### src/rtl/u8s_pkg.sv
// Shared types, constants and helpers for the UTF-8 sanitizer.
// The command word that passes from the front end to the back end through the queue.
// No dependencies.
package u8s_pkg;

	localparam int QDEPTH = 4;
	localparam int QAW    = $clog2(QDEPTH);

	localparam logic [7:0] CONT_MASK  = 8'hC0;
	localparam logic [7:0] CONT_VAL   = 8'h80;
	localparam logic [7:0] LEAD2_MASK = 8'hE0;
	localparam logic [7:0] LEAD2_VAL  = 8'hC0;
	localparam logic [7:0] LEAD3_MASK = 8'hF0;
	localparam logic [7:0] LEAD3_VAL  = 8'hE0;
	localparam logic [7:0] LEAD4_MASK = 8'hF8;
	localparam logic [7:0] LEAD4_VAL  = 8'hF0;

	localparam logic [7:0] REPL_B0 = 8'hEF;
	localparam logic [7:0] REPL_B1 = 8'hBF;
	localparam logic [7:0] REPL_B2 = 8'hBD;

	// repl_cnt replacement characters first, then lit_cnt literal bytes
	typedef struct packed {
		logic [2:0]      repl_cnt;
		logic [2:0]      lit_cnt;
		logic [3:0][7:0] lits;
		logic            fin;
	} cmd_t;

	// continuation bytes that a lead needs; zero when the byte is no lead
	function automatic logic [1:0] lead_need(input logic [7:0] b);
		logic [1:0] need;
		begin
			if ((b & LEAD2_MASK) == LEAD2_VAL) need = 2'd1;
			else if ((b & LEAD3_MASK) == LEAD3_VAL) need = 2'd2;
			else if ((b & LEAD4_MASK) == LEAD4_VAL) need = 2'd3;
			else need = 2'd0;
			return need;
		end
	endfunction

	function automatic logic [7:0] repl_byte(input logic [1:0] idx);
		logic [7:0] r;
		begin
			case (idx)
				2'd0: r = REPL_B0;
				2'd1: r = REPL_B1;
				default: r = REPL_B2;
			endcase
			return r;
		end
	endfunction

endpackage

### src/rtl/utf8_sanitizer_unit.sv
// Top level of the UTF-8 sanitizer: front end, command queue, back end.
// Depends on u8s_pkg, u8s_front, u8s_queue, u8s_back.
//
// Repairs a byte stream into valid UTF-8, one input word per byte with a flag on
// the last byte of each string. The front end takes one input word per cycle
// while the four-entry command queue has room, and turns it into one command;
// a byte that only extends an open sequence makes none. The back end emits one
// output word per cycle from the head command while the output is not stalled;
// a command yields one byte for ASCII, three for each replacement character
// EF BF BD, two to four for a completed sequence, at most twelve. The output
// register holds a word under stall while the front end keeps accepting.
module utf8_sanitizer_unit (
	input  logic       clk,
	input  logic       arst_n,
	input  logic       in_valid,
	output logic       in_stall,
	input  logic [7:0] in_byte,
	input  logic       final_byte,
	output logic       out_valid,
	input  logic       out_stall,
	output logic [7:0] out_byte,
	output logic       run_end,
	output logic       string_done
);

	logic          q_full, accept, push, pop, head_valid;
	u8s_pkg::cmd_t push_cmd, head_cmd;

	assign in_stall = q_full;

	u8s_front u_front (
		.clk        (clk),
		.arst_n     (arst_n),
		.in_valid   (in_valid),
		.in_byte    (in_byte),
		.final_byte (final_byte),
		.q_full     (q_full),
		.accept     (accept),
		.push       (push),
		.push_cmd   (push_cmd)
	);

	u8s_queue u_queue (
		.clk        (clk),
		.arst_n     (arst_n),
		.push       (push),
		.push_cmd   (push_cmd),
		.full       (q_full),
		.pop        (pop),
		.head_valid (head_valid),
		.head_cmd   (head_cmd)
	);

	u8s_back u_back (
		.clk         (clk),
		.arst_n      (arst_n),
		.head_valid  (head_valid),
		.head_cmd    (head_cmd),
		.pop         (pop),
		.out_valid   (out_valid),
		.out_stall   (out_stall),
		.out_byte    (out_byte),
		.run_end     (run_end),
		.string_done (string_done)
	);

	a_no_overflow: assert property (@(posedge clk) disable iff (!arst_n)
		push |-> (accept && !q_full))
		else $error("push into full queue");

	a_done_ends_run: assert property (@(posedge clk) disable iff (!arst_n)
		(out_valid && string_done) |-> run_end)
		else $error("string end without run end");

	a_drain: assert property (@(posedge clk) disable iff (!arst_n)
		(out_valid && !out_stall && !head_valid) |=> !out_valid)
		else $error("output word without command");

	a_full_has_head: assert property (@(posedge clk) disable iff (!arst_n)
		q_full |-> head_valid)
		else $error("full queue with no head");

endmodule

### src/rtl/u8s_front.sv
// Front end: accepts input words, tracks the open multibyte sequence and
// turns each word into at most one command word for the back end.
// Depends on u8s_pkg.
module u8s_front (
	input  logic            clk,
	input  logic            arst_n,
	input  logic            in_valid,
	input  logic [7:0]      in_byte,
	input  logic            final_byte,
	input  logic            q_full,
	output logic            accept,
	output logic            push,
	output u8s_pkg::cmd_t   push_cmd
);

	logic [1:0]      pc_q, need_q, pc_n, need_n, fresh_need;
	logic [2:0][7:0] pend_q, pend_n;
	logic [2:0]      repl, litc;
	logic [3:0][7:0] lits;
	logic            cont;

	assign accept     = in_valid && !q_full;
	assign cont       = (in_byte & u8s_pkg::CONT_MASK) == u8s_pkg::CONT_VAL;
	assign fresh_need = u8s_pkg::lead_need(in_byte);

	always_comb begin
		pc_n   = pc_q;
		need_n = need_q;
		pend_n = pend_q;
		repl   = 3'd0;
		litc   = 3'd0;
		lits   = {4{in_byte}};
		if (pc_q == 2'd0 || !cont) begin
			repl   = {1'b0, pc_q};
			pc_n   = 2'd0;
			need_n = 2'd0;
			if (!in_byte[7]) begin
				litc = 3'd1;
			end else if (fresh_need != 2'd0) begin
				pend_n[0] = in_byte;
				pc_n      = 2'd1;
				need_n    = fresh_need;
			end else begin
				repl = repl + 3'd1;
			end
		end else if (pc_q >= need_q) begin
			for (int k = 0; k < 3; k++) begin
				if (2'(k) < pc_q) lits[k] = pend_q[k];
			end
			litc   = {1'b0, pc_q} + 3'd1;
			pc_n   = 2'd0;
			need_n = 2'd0;
		end else begin
			case (pc_q)
				2'd1: pend_n[1] = in_byte;
				default: pend_n[2] = in_byte;
			endcase
			pc_n = pc_q + 2'd1;
		end
		if (final_byte && pc_n != 2'd0) begin
			repl   = repl + {1'b0, pc_n};
			pc_n   = 2'd0;
			need_n = 2'd0;
		end
	end

	assign push              = accept && (repl != 3'd0 || litc != 3'd0);
	assign push_cmd.repl_cnt = repl;
	assign push_cmd.lit_cnt  = litc;
	assign push_cmd.lits     = lits;
	assign push_cmd.fin      = final_byte;

	always_ff @(posedge clk or negedge arst_n) begin
		if (!arst_n) begin
			pc_q   <= 2'd0;
			need_q <= 2'd0;
		end else if (accept) begin
			pc_q   <= pc_n;
			need_q <= need_n;
		end
	end

	always_ff @(posedge clk) begin
		if (accept) pend_q <= pend_n;
	end

endmodule

### src/rtl/u8s_queue.sv
// Command queue between front and back end, QDEPTH entries.
// Depends on u8s_pkg.
module u8s_queue (
	input  logic          clk,
	input  logic          arst_n,
	input  logic          push,
	input  u8s_pkg::cmd_t push_cmd,
	output logic          full,
	input  logic          pop,
	output logic          head_valid,
	output u8s_pkg::cmd_t head_cmd
);

	localparam int AW = u8s_pkg::QAW;

	u8s_pkg::cmd_t mem_q [u8s_pkg::QDEPTH];
	logic [AW-1:0] wr_q, rd_q;
	logic [AW:0]   cnt_q;

	assign full       = cnt_q == (AW+1)'(u8s_pkg::QDEPTH);
	assign head_valid = cnt_q != '0;
	assign head_cmd   = mem_q[rd_q];

	always_ff @(posedge clk or negedge arst_n) begin
		if (!arst_n) begin
			wr_q  <= '0;
			rd_q  <= '0;
			cnt_q <= '0;
		end else begin
			if (push) wr_q <= wr_q + AW'(1);
			if (pop)  rd_q <= rd_q + AW'(1);
			case ({push, pop})
				2'b10: cnt_q <= cnt_q + (AW+1)'(1);
				2'b01: cnt_q <= cnt_q - (AW+1)'(1);
				default: cnt_q <= cnt_q;
			endcase
		end
	end

	always_ff @(posedge clk) begin
		if (push) mem_q[wr_q] <= push_cmd;
	end

endmodule

### src/rtl/u8s_back.sv
// Back end: expands the head command into output words, one per cycle while
// the output is not stalled, into a registered output stage.
// Depends on u8s_pkg.
module u8s_back (
	input  logic          clk,
	input  logic          arst_n,
	input  logic          head_valid,
	input  u8s_pkg::cmd_t head_cmd,
	output logic          pop,
	output logic          out_valid,
	input  logic          out_stall,
	output logic [7:0]    out_byte,
	output logic          run_end,
	output logic          string_done
);

	logic [1:0] sub_q, lit_q;
	logic [2:0] rep_q;
	logic       in_repl, last, load;
	logic [7:0] cur_byte;

	assign load    = head_valid && (!out_valid || !out_stall);
	assign in_repl = rep_q != head_cmd.repl_cnt;

	always_comb begin
		if (in_repl) begin
			cur_byte = u8s_pkg::repl_byte(sub_q);
			last     = sub_q == 2'd2 && (rep_q + 3'd1) == head_cmd.repl_cnt
			           && head_cmd.lit_cnt == 3'd0;
		end else begin
			cur_byte = head_cmd.lits[lit_q];
			last     = ({1'b0, lit_q} + 3'd1) == head_cmd.lit_cnt;
		end
	end

	assign pop = load && last;

	always_ff @(posedge clk or negedge arst_n) begin
		if (!arst_n) begin
			sub_q     <= 2'd0;
			rep_q     <= 3'd0;
			lit_q     <= 2'd0;
			out_valid <= 1'b0;
		end else begin
			if (load) begin
				out_valid <= 1'b1;
				if (last) begin
					sub_q <= 2'd0;
					rep_q <= 3'd0;
					lit_q <= 2'd0;
				end else if (in_repl) begin
					if (sub_q == 2'd2) begin
						sub_q <= 2'd0;
						rep_q <= rep_q + 3'd1;
					end else begin
						sub_q <= sub_q + 2'd1;
					end
				end else begin
					lit_q <= lit_q + 2'd1;
				end
			end else if (!out_stall) begin
				out_valid <= 1'b0;
			end
		end
	end

	always_ff @(posedge clk) begin
		if (load) begin
			out_byte    <= cur_byte;
			run_end     <= last;
			string_done <= last && head_cmd.fin;
		end
	end

endmodule
### config.mk
export PLATFORM = sky130hd
export DESIGN_NAME = utf8_sanitizer_unit
export DESIGN_NICKNAME = d
export VERILOG_FILES = /design/src/rtl/u8s_pkg.sv /design/src/rtl/utf8_sanitizer_unit.sv /design/src/rtl/u8s_front.sv /design/src/rtl/u8s_queue.sv /design/src/rtl/u8s_back.sv
export SDC_FILE = /design/constraint.sdc
export NUM_CORES = 1
export LEC_CHECK = 0
export ABC_AREA = 0
export CELL_PAD_IN_SITES_DETAIL_PLACEMENT = 0
export CELL_PAD_IN_SITES_GLOBAL_PLACEMENT = 1
export CORE_MARGIN = 2
export CORE_UTILIZATION = 35
export DETAILED_ROUTE_END_ITERATION = 8
export DONT_BUFFER_PORTS = 1
export PLACE_DENSITY = 0.54
export REMOVE_ABC_BUFFERS = 1
export SYNTH_ARGS = -nofsm -noshare
export SYNTH_HDL_FRONTEND = slang
export SYNTH_SLANG_ARGS = --single-unit
### constraint.sdc
create_clock -name clk -period 11.2 [get_ports clk]
set_input_delay 1.68 -clock clk [delete_from_list [all_inputs] [get_ports clk]]
set_output_delay 1.68 -clock clk [all_outputs]
set_load 0.01 [all_outputs]
==> Word-level counts from Yosys, hierarchy flattened <==
Memory sizes are Yosys's and may differ from the RTL's.
Index checks and enable logic that the tools add are counted.
{ "totals": {"inputBits": 13, "latchBits": 0, "memories": 1, "mem_bits_rw": 156, "elab_cells": 127, "regBits": 52, "romBits": 0} }
{ "op_classes": {"muxes": 43, "add_sub_neg": 11, "eq_ne": 15, "n_div": 0, "bitwise": 3, "n_lt_le_gt_ge": 5, "multipliers": 0, "shifts": 0, "reduce_logical": 34} }
{ "memory_table": {"columns": ["name", "depth", "width", "read_ports", "rd_ports_with_merged_regs", "wr", "line_no", "source"], "rows": [
  ["u_queue.mem_q", 4, 39, 1, 0, 1, "u8s_queue.sv:16", "u8s_pkg::cmd_t mem_q [u8s_pkg::QDEPTH];"]
]} }
{ "ops": {"columns": ["operator", "n"], "rows": [
  ["24-bit two-way mux", 2],
  ["8-bit two-way mux", 5],
  ["2-bit two-way mux", 17],
  ["3-bit two-way mux", 9],
  ["8-bit binary-select mux with 2-bit select", 1],
  ["7-bit case mux with 2 select lines", 1],
  ["4-bit AND reduction", 3],
  ["3-bit nonzero test", 4],
  ["2-bit by 1-bit adder with 2-bit output, second input constant", 5],
  ["2-bit nonzero test", 5],
  ["1-bit logical AND", 8],
  ["1-bit two-way mux", 7],
  ["2-bit by 1-bit adder with 3-bit output, second input constant", 2],
  ["3-bit by 1-bit adder with 3-bit output, second input constant", 2],
  ["2-bit by 1-bit == test with 1-bit output, second input constant", 3],
  ["2-bit == test, second input constant", 3],
  ["3-bit == test", 2],
  ["3-bit == test, second input constant", 2],
  ["3-bit case mux with 2 select lines", 1],
  ["2-bit AND reduction", 3],
  ["5-bit == test, second input constant", 1],
  ["4-bit == test, second input constant", 1],
  ["1-bit logical NOT", 4],
  ["2-bit logical NOT", 2],
  ["other kinds (13)", 18]
]} }

==> Longest topological paths before layout <==
{ "logic_depth": {"depth_word": 16, "ltp_mapped": 17, "mapped_depth_nobuf": 17} }

==> Hierarchy <==
Synthesis repeated with hierarchy kept, for this count alone.
{ "unflattened": {"hier_cells": 459, "hier_area_um2": 8809.7} }
{ "modules_own_cells": {"columns": ["module", "seq_area_each_um2", "cells_each", "instances", "area_per_inst_um2"], "rows": [
  ["u8s_queue", 4859.7, 237, 1, 6065.8],
  ["u8s_front", 790.8, 134, 1, 1641.6],
  ["u8s_back", 500.5, 88, 1, 1102.3]
]} }

==> Worst setup path after synthesis <==
No wires, ideal clock.
{ "synth_timing": {"path_kind": "in2reg", "startpoint": "input in_byte[6]", "endpoint": "memory u_queue.mem_q[0][0] in the netlist's numbering, enable pin", "t_required_ps": 10800, "slack_ps": 6127, "arrival_ps": 4673, "cell_stages": 9, "n_path_buf": 0, "cell_sequence": "nand2b_1 > a2111o_1 > o22ai_1 > ha_1 > inv_1 > fa_1 > and4b_1 > a211oi_2 > and2_1"} }
{ "synth_via": {"elab_chain_len": 16, "word_cells_on_any_way": 27, "cone_classes": "add/sub: 1; eq/ne: 4; mux: 13; reduce/logical: 9"} }
{ "synth_rtl": {"columns": ["item", "line_no", "source"], "rows": [
  ["start, declared", "utf8_sanitizer_unit.sv:17", "input logic [7:0] in_byte,"],
  ["branches (longest 12 deep; another with 3-bit by 2-bit adder with 3-bit output)", null, null],
  ["1-bit logical OR *", "u8s_front.sv:67", "assign push = accept && (repl != 3'd0 || litc != 3'd0);"],
  ["1-bit logical AND *", "u8s_front.sv:67", null],
  ["1-bit two-way mux *", "u8s_queue.sv:41", "if (push) mem_q[wr_q] <= push_cmd;"],
  ["1-bit two-way mux (implied by the code) *", "u8s_queue.sv:41", null],
  ["end, declared", "u8s_queue.sv:16", null]
]} }
Every way passes the cells marked *.

==> Final worst setup path <==
{ "layout_timing": {"startpoint": "input in_byte[6]", "endpoint": "memory u_queue.mem_q[3][29] in the netlist's numbering, enable pin"} }
The elaborated chain is that of the path after synthesis.

==> impl.org <==
** Setup path
- In this run the register-to-register setup slack is 6.45 ns.
- For the worst setup path, the data required time is 11.31 ns.
- The worst register-to-register path ends at u_queue.mem_q[3][29].
- The worst setup path is captured at a flip-flop.
- Category of the critical setup timing path :: in2reg
- Worst-case reg-to-reg path depth :: 10
- STA classifies the critical path startpoint as a primary input.
- Startpoint of the most critical register-to-register path :: u_front.pc_q[0]
- For the worst setup path, the data arrival time is 4.96 ns.
- In this run the worst path has a maximum fanout of 39.

** Global routing
- Gr usage total :: 14.26%
- Pin count of the biggest net entering global routing :: 42
- First-pass GRT wire length :: 27,770 um
- Summed over all layers, the global routing overflow is 0.
- Via count of the first global-routing pass :: 4,508
- Antenna violations before repair :: 0

** Final layout
- Post-Layout Cell Count :: 818
- Summing all multi-input logic gate instances after layout gives 0.002362 mm^2.
- The library cells used most frequently in the layout, excluding fill and tap cells, are sky130_fd_sc_hd__edfxtp_1, sky130_fd_sc_hd__mux4_2, sky130_fd_sc_hd__clkbuf_16, sky130_fd_sc_hd__mux2_2, sky130_fd_sc_hd__nand2_1.
- Final Instance Area :: 0.009869 mm^2
- Summing all flip-flop and latch instances after layout gives 0.006152 mm^2.
- Fill cells in the final layout number 2,237.
- Layout cell share with drive strength beyond 1 :: 25.51%
- Relative area change from synthesis to final layout :: 14.20%
- Leaving out fill and tap cells, the most frequent cell in the layout is sky130_fd_sc_hd__edfxtp_1.
- Inserted Diodes :: 0
- The net count of the finished layout is 506.

** Pwr
- The analysis attributes to cell leakage a power of 3.257 nW.
- The design draws 2.457 mW.
- P per Cell Area :: 248.9 mW/mm^2
- Worst IR Drop VDD :: 0.1273 mV

** Clocking
- Post-CTS repair changed the size of 0 cells.
- Cell at the root of the clock tree :: sky130_fd_sc_hd__clkbuf_16
- Register clock-pin slew on the reported worst setup and hold paths :: 0.05 ns
- Clk Latency, worst-skew pair :: 0.50 ns
- Cts bufs inserted :: 25
- CTS tree :: yes
- Number of levels the H-tree was split into :: 1
- Maximum root-to-sink buffer count :: 3
- After clock tree synthesis, the setup repair step added 0 buffers.
- Hold buffer count at cts :: 0
- The tree built by TritonCTS fans out to 208 sinks.

** Timing
- Slew at the pin closest to its max-slew limit :: 1.173 ns
- Max-slew violations :: 0
- Hold slack final :: 0.5008 ns
- Final setup viols :: 0
- Worst relative slew slack :: 21.81%
- Period minus WS final :: 4.843 ns
- Based on the critical path, the design can be clocked at up to 206.5 MHz.
- Fraction of the cycle the final worst path needs :: 43.24%
- Setup repair after global routing left no endpoint under its margin.
- The hold violation total from the final report was 0.
- Largest clock skew in the final design :: 0.008028 ns
- Setup tns final :: 0 ns

** Hold path
- Counting instances, the worst hold path has a depth of 1.
- The worst hold path begins at u_front.need_q[1].
- The tightest min-delay check is of the reg2reg type.
- For hold timing, the worst endpoint is u_front.need_q[1].

** Logic synthesis
- Of the synthesized area, sequential elements account for 71.17%.
- In this run the cell area of the synthesized design comes to 0.008642 mm^2.
- The netlist uses 48 different library cells.
- Warnings from Yosys :: 0
- In the synthesized netlist the dominant register cell turns out to be sky130_fd_sc_hd__edfxtp_1.
- Async set-or-reset flop fraction in the synthesized netlist :: 9.135%
- Counting flops with a built-in enable in the synthesized netlist gives 189.
- Instance count of the mapped netlist :: 458
- Avg Cell Area, Syn :: 18.87 um^2
- Post-synthesis sequential element count :: 208

** Placed design
- Detailed placement ended at an HPWL of 10,540 um.
- # placed instances :: 774
- Area after detailed placement :: 0.009055 mm^2
- Port buffering added 0 buffers.
- Global placement routability congestion :: 0.7503

** Floorplanning
- The die covers 0.02596 mm^2.
- Overall die width :: 161.1 um
- In this run the core area contains 57 standard-cell rows.
- In this run the standard cell core region covers 0.02425 mm^2.
- Starting Density :: 35.64%
- Num ports :: 25
- The die is 161.1 um tall.

** Job
- Max-cap violations :: 0

** Drt
- Via density per instance :: 5.077
- The first detailed-routing pass ran for 5 iterations.
- In the routed design, unresolved DRC markers number 0.
- The count of nets left with antenna violations once routing finished came out at 0.
- DRC marker count from the first detailed-route iteration :: 329
- Routed via count :: 4,153
- WL per Instance :: 21.86 um
- For this block, the routed nets add up to 17,880 um of wire.

** Status
- Run status :: complete, no violations
final cells by class:
cell class,instances,area share [%]
multi-input cells,215,23.94
inverters,18,0.6846
clock inverters,9,1.433
clock buffers,35,6.820
repair buffers,9,0.6846
flip-flops and latches,208,62.34
well taps,324,4.108
synth_stat cells, drive strengths merged, types with 3 or more instances:
master,count,area share [%]
xnor2,8,0.81
or2,5,0.36
dfrtp,19,5.5
a32o,3,0.35
clkbuf,10,0.43
edfxtp,189,66
mux2,21,2.7
inv,18,0.78
xor2,6,0.61
mux2i,3,0.35
nor2b,4,0.32
ha,14,2.0
a21oi,6,0.35
mux4,47,12
a22o,4,0.41
nand3,5,0.29
nand4,3,0.22
o22ai,3,0.22
nor3,7,0.41
nor2,15,0.65
and2,8,0.58
nand2,19,0.83
o21ai,8,0.46
buf,7,0.45
nand2b,3,0.22
layer usage:
metal,vias up,routed length [um],global-route usage (%)
met5,-,0,0
met4,0,412,3.571
met3,35,684,2.645
met2,80,8672,23.96
met1,2172,8109,19.31
li1,1866,-,-
cell families after synthesis:
| family | after synthesis | synth area share, % |
|---|---|---|
| adder cells (fa/ha/maj) | 16 | 2.490 |
| AND/OR/NAND/NOR | 76 | 4.561 |
| AO/OA/AOI/OAI | 38 | 3.359 |
| XOR/XNOR | 14 | 1.419 |
| flip-flops | 208 | 71.17 |
| buffers and inverters | 35 | 1.665 |
| multiplexers | 71 | 15.33 |
power by group:
part	total (mW)	internal, mW	switching (mW)
sequential	1.05	0.994	0.0570
clock	0.800	0.507	0.293
combinational	0.606	0.282	0.324
total	2.46	1.78	0.673
flip-flops by register name (all words and copies together), names as in the netlist, 3 cells and up:
register / count
u_back.out_byte: 8
u_queue.cnt_q: 3
u_front.pend_q: 23
u_queue.mem_q: 156
u_back.rep_q: 3
critical path: stages:
cell and delay (ns):
sky130_fd_sc_hd__nand2b_1 0.20, sky130_fd_sc_hd__a2111o_1 0.46, sky130_fd_sc_hd__o22ai_1 0.24, sky130_fd_sc_hd__ha_1 0.19
sky130_fd_sc_hd__inv_1 0.05, sky130_fd_sc_hd__fa_1 0.44, sky130_fd_sc_hd__and4b_1 0.20, sky130_fd_sc_hd__a211oi_2 0.44
sky130_fd_sc_hd__and2_2 1.02
metrics by stage:
stage	util [%]	setup WS, ns
after CTS	40.70	6.362
after floorplan	-	6.127
after global routing	40.70	6.167
after global placement	37.34	5.901
after detailed placement	37.34	5.841
final	40.70	6.357
worst max path at each step:
| stage | slack [ns] | from | endpoint |
|---|---|---|---|
| 4_1_cts | 6.36 | in_byte[6] | u_queue.mem_q[3][27] |
| 5_1_grt | 6.17 | in_byte[6] | u_queue.mem_q[3][27] |
| 3_5_place_dp | 5.84 | in_byte[6] | u_queue.mem_q[3][14] |
| 6_report | 6.36 | in_byte[6] | u_queue.mem_q[3][29] |
| 3_3_place_gp | 5.90 | in_byte[6] | u_queue.mem_q[3][14] |
| 2_1_floorplan | 6.13 | in_byte[6] | u_queue.mem_q[0][0] |
No activity file was read; power rests on OpenSTA's default activity.
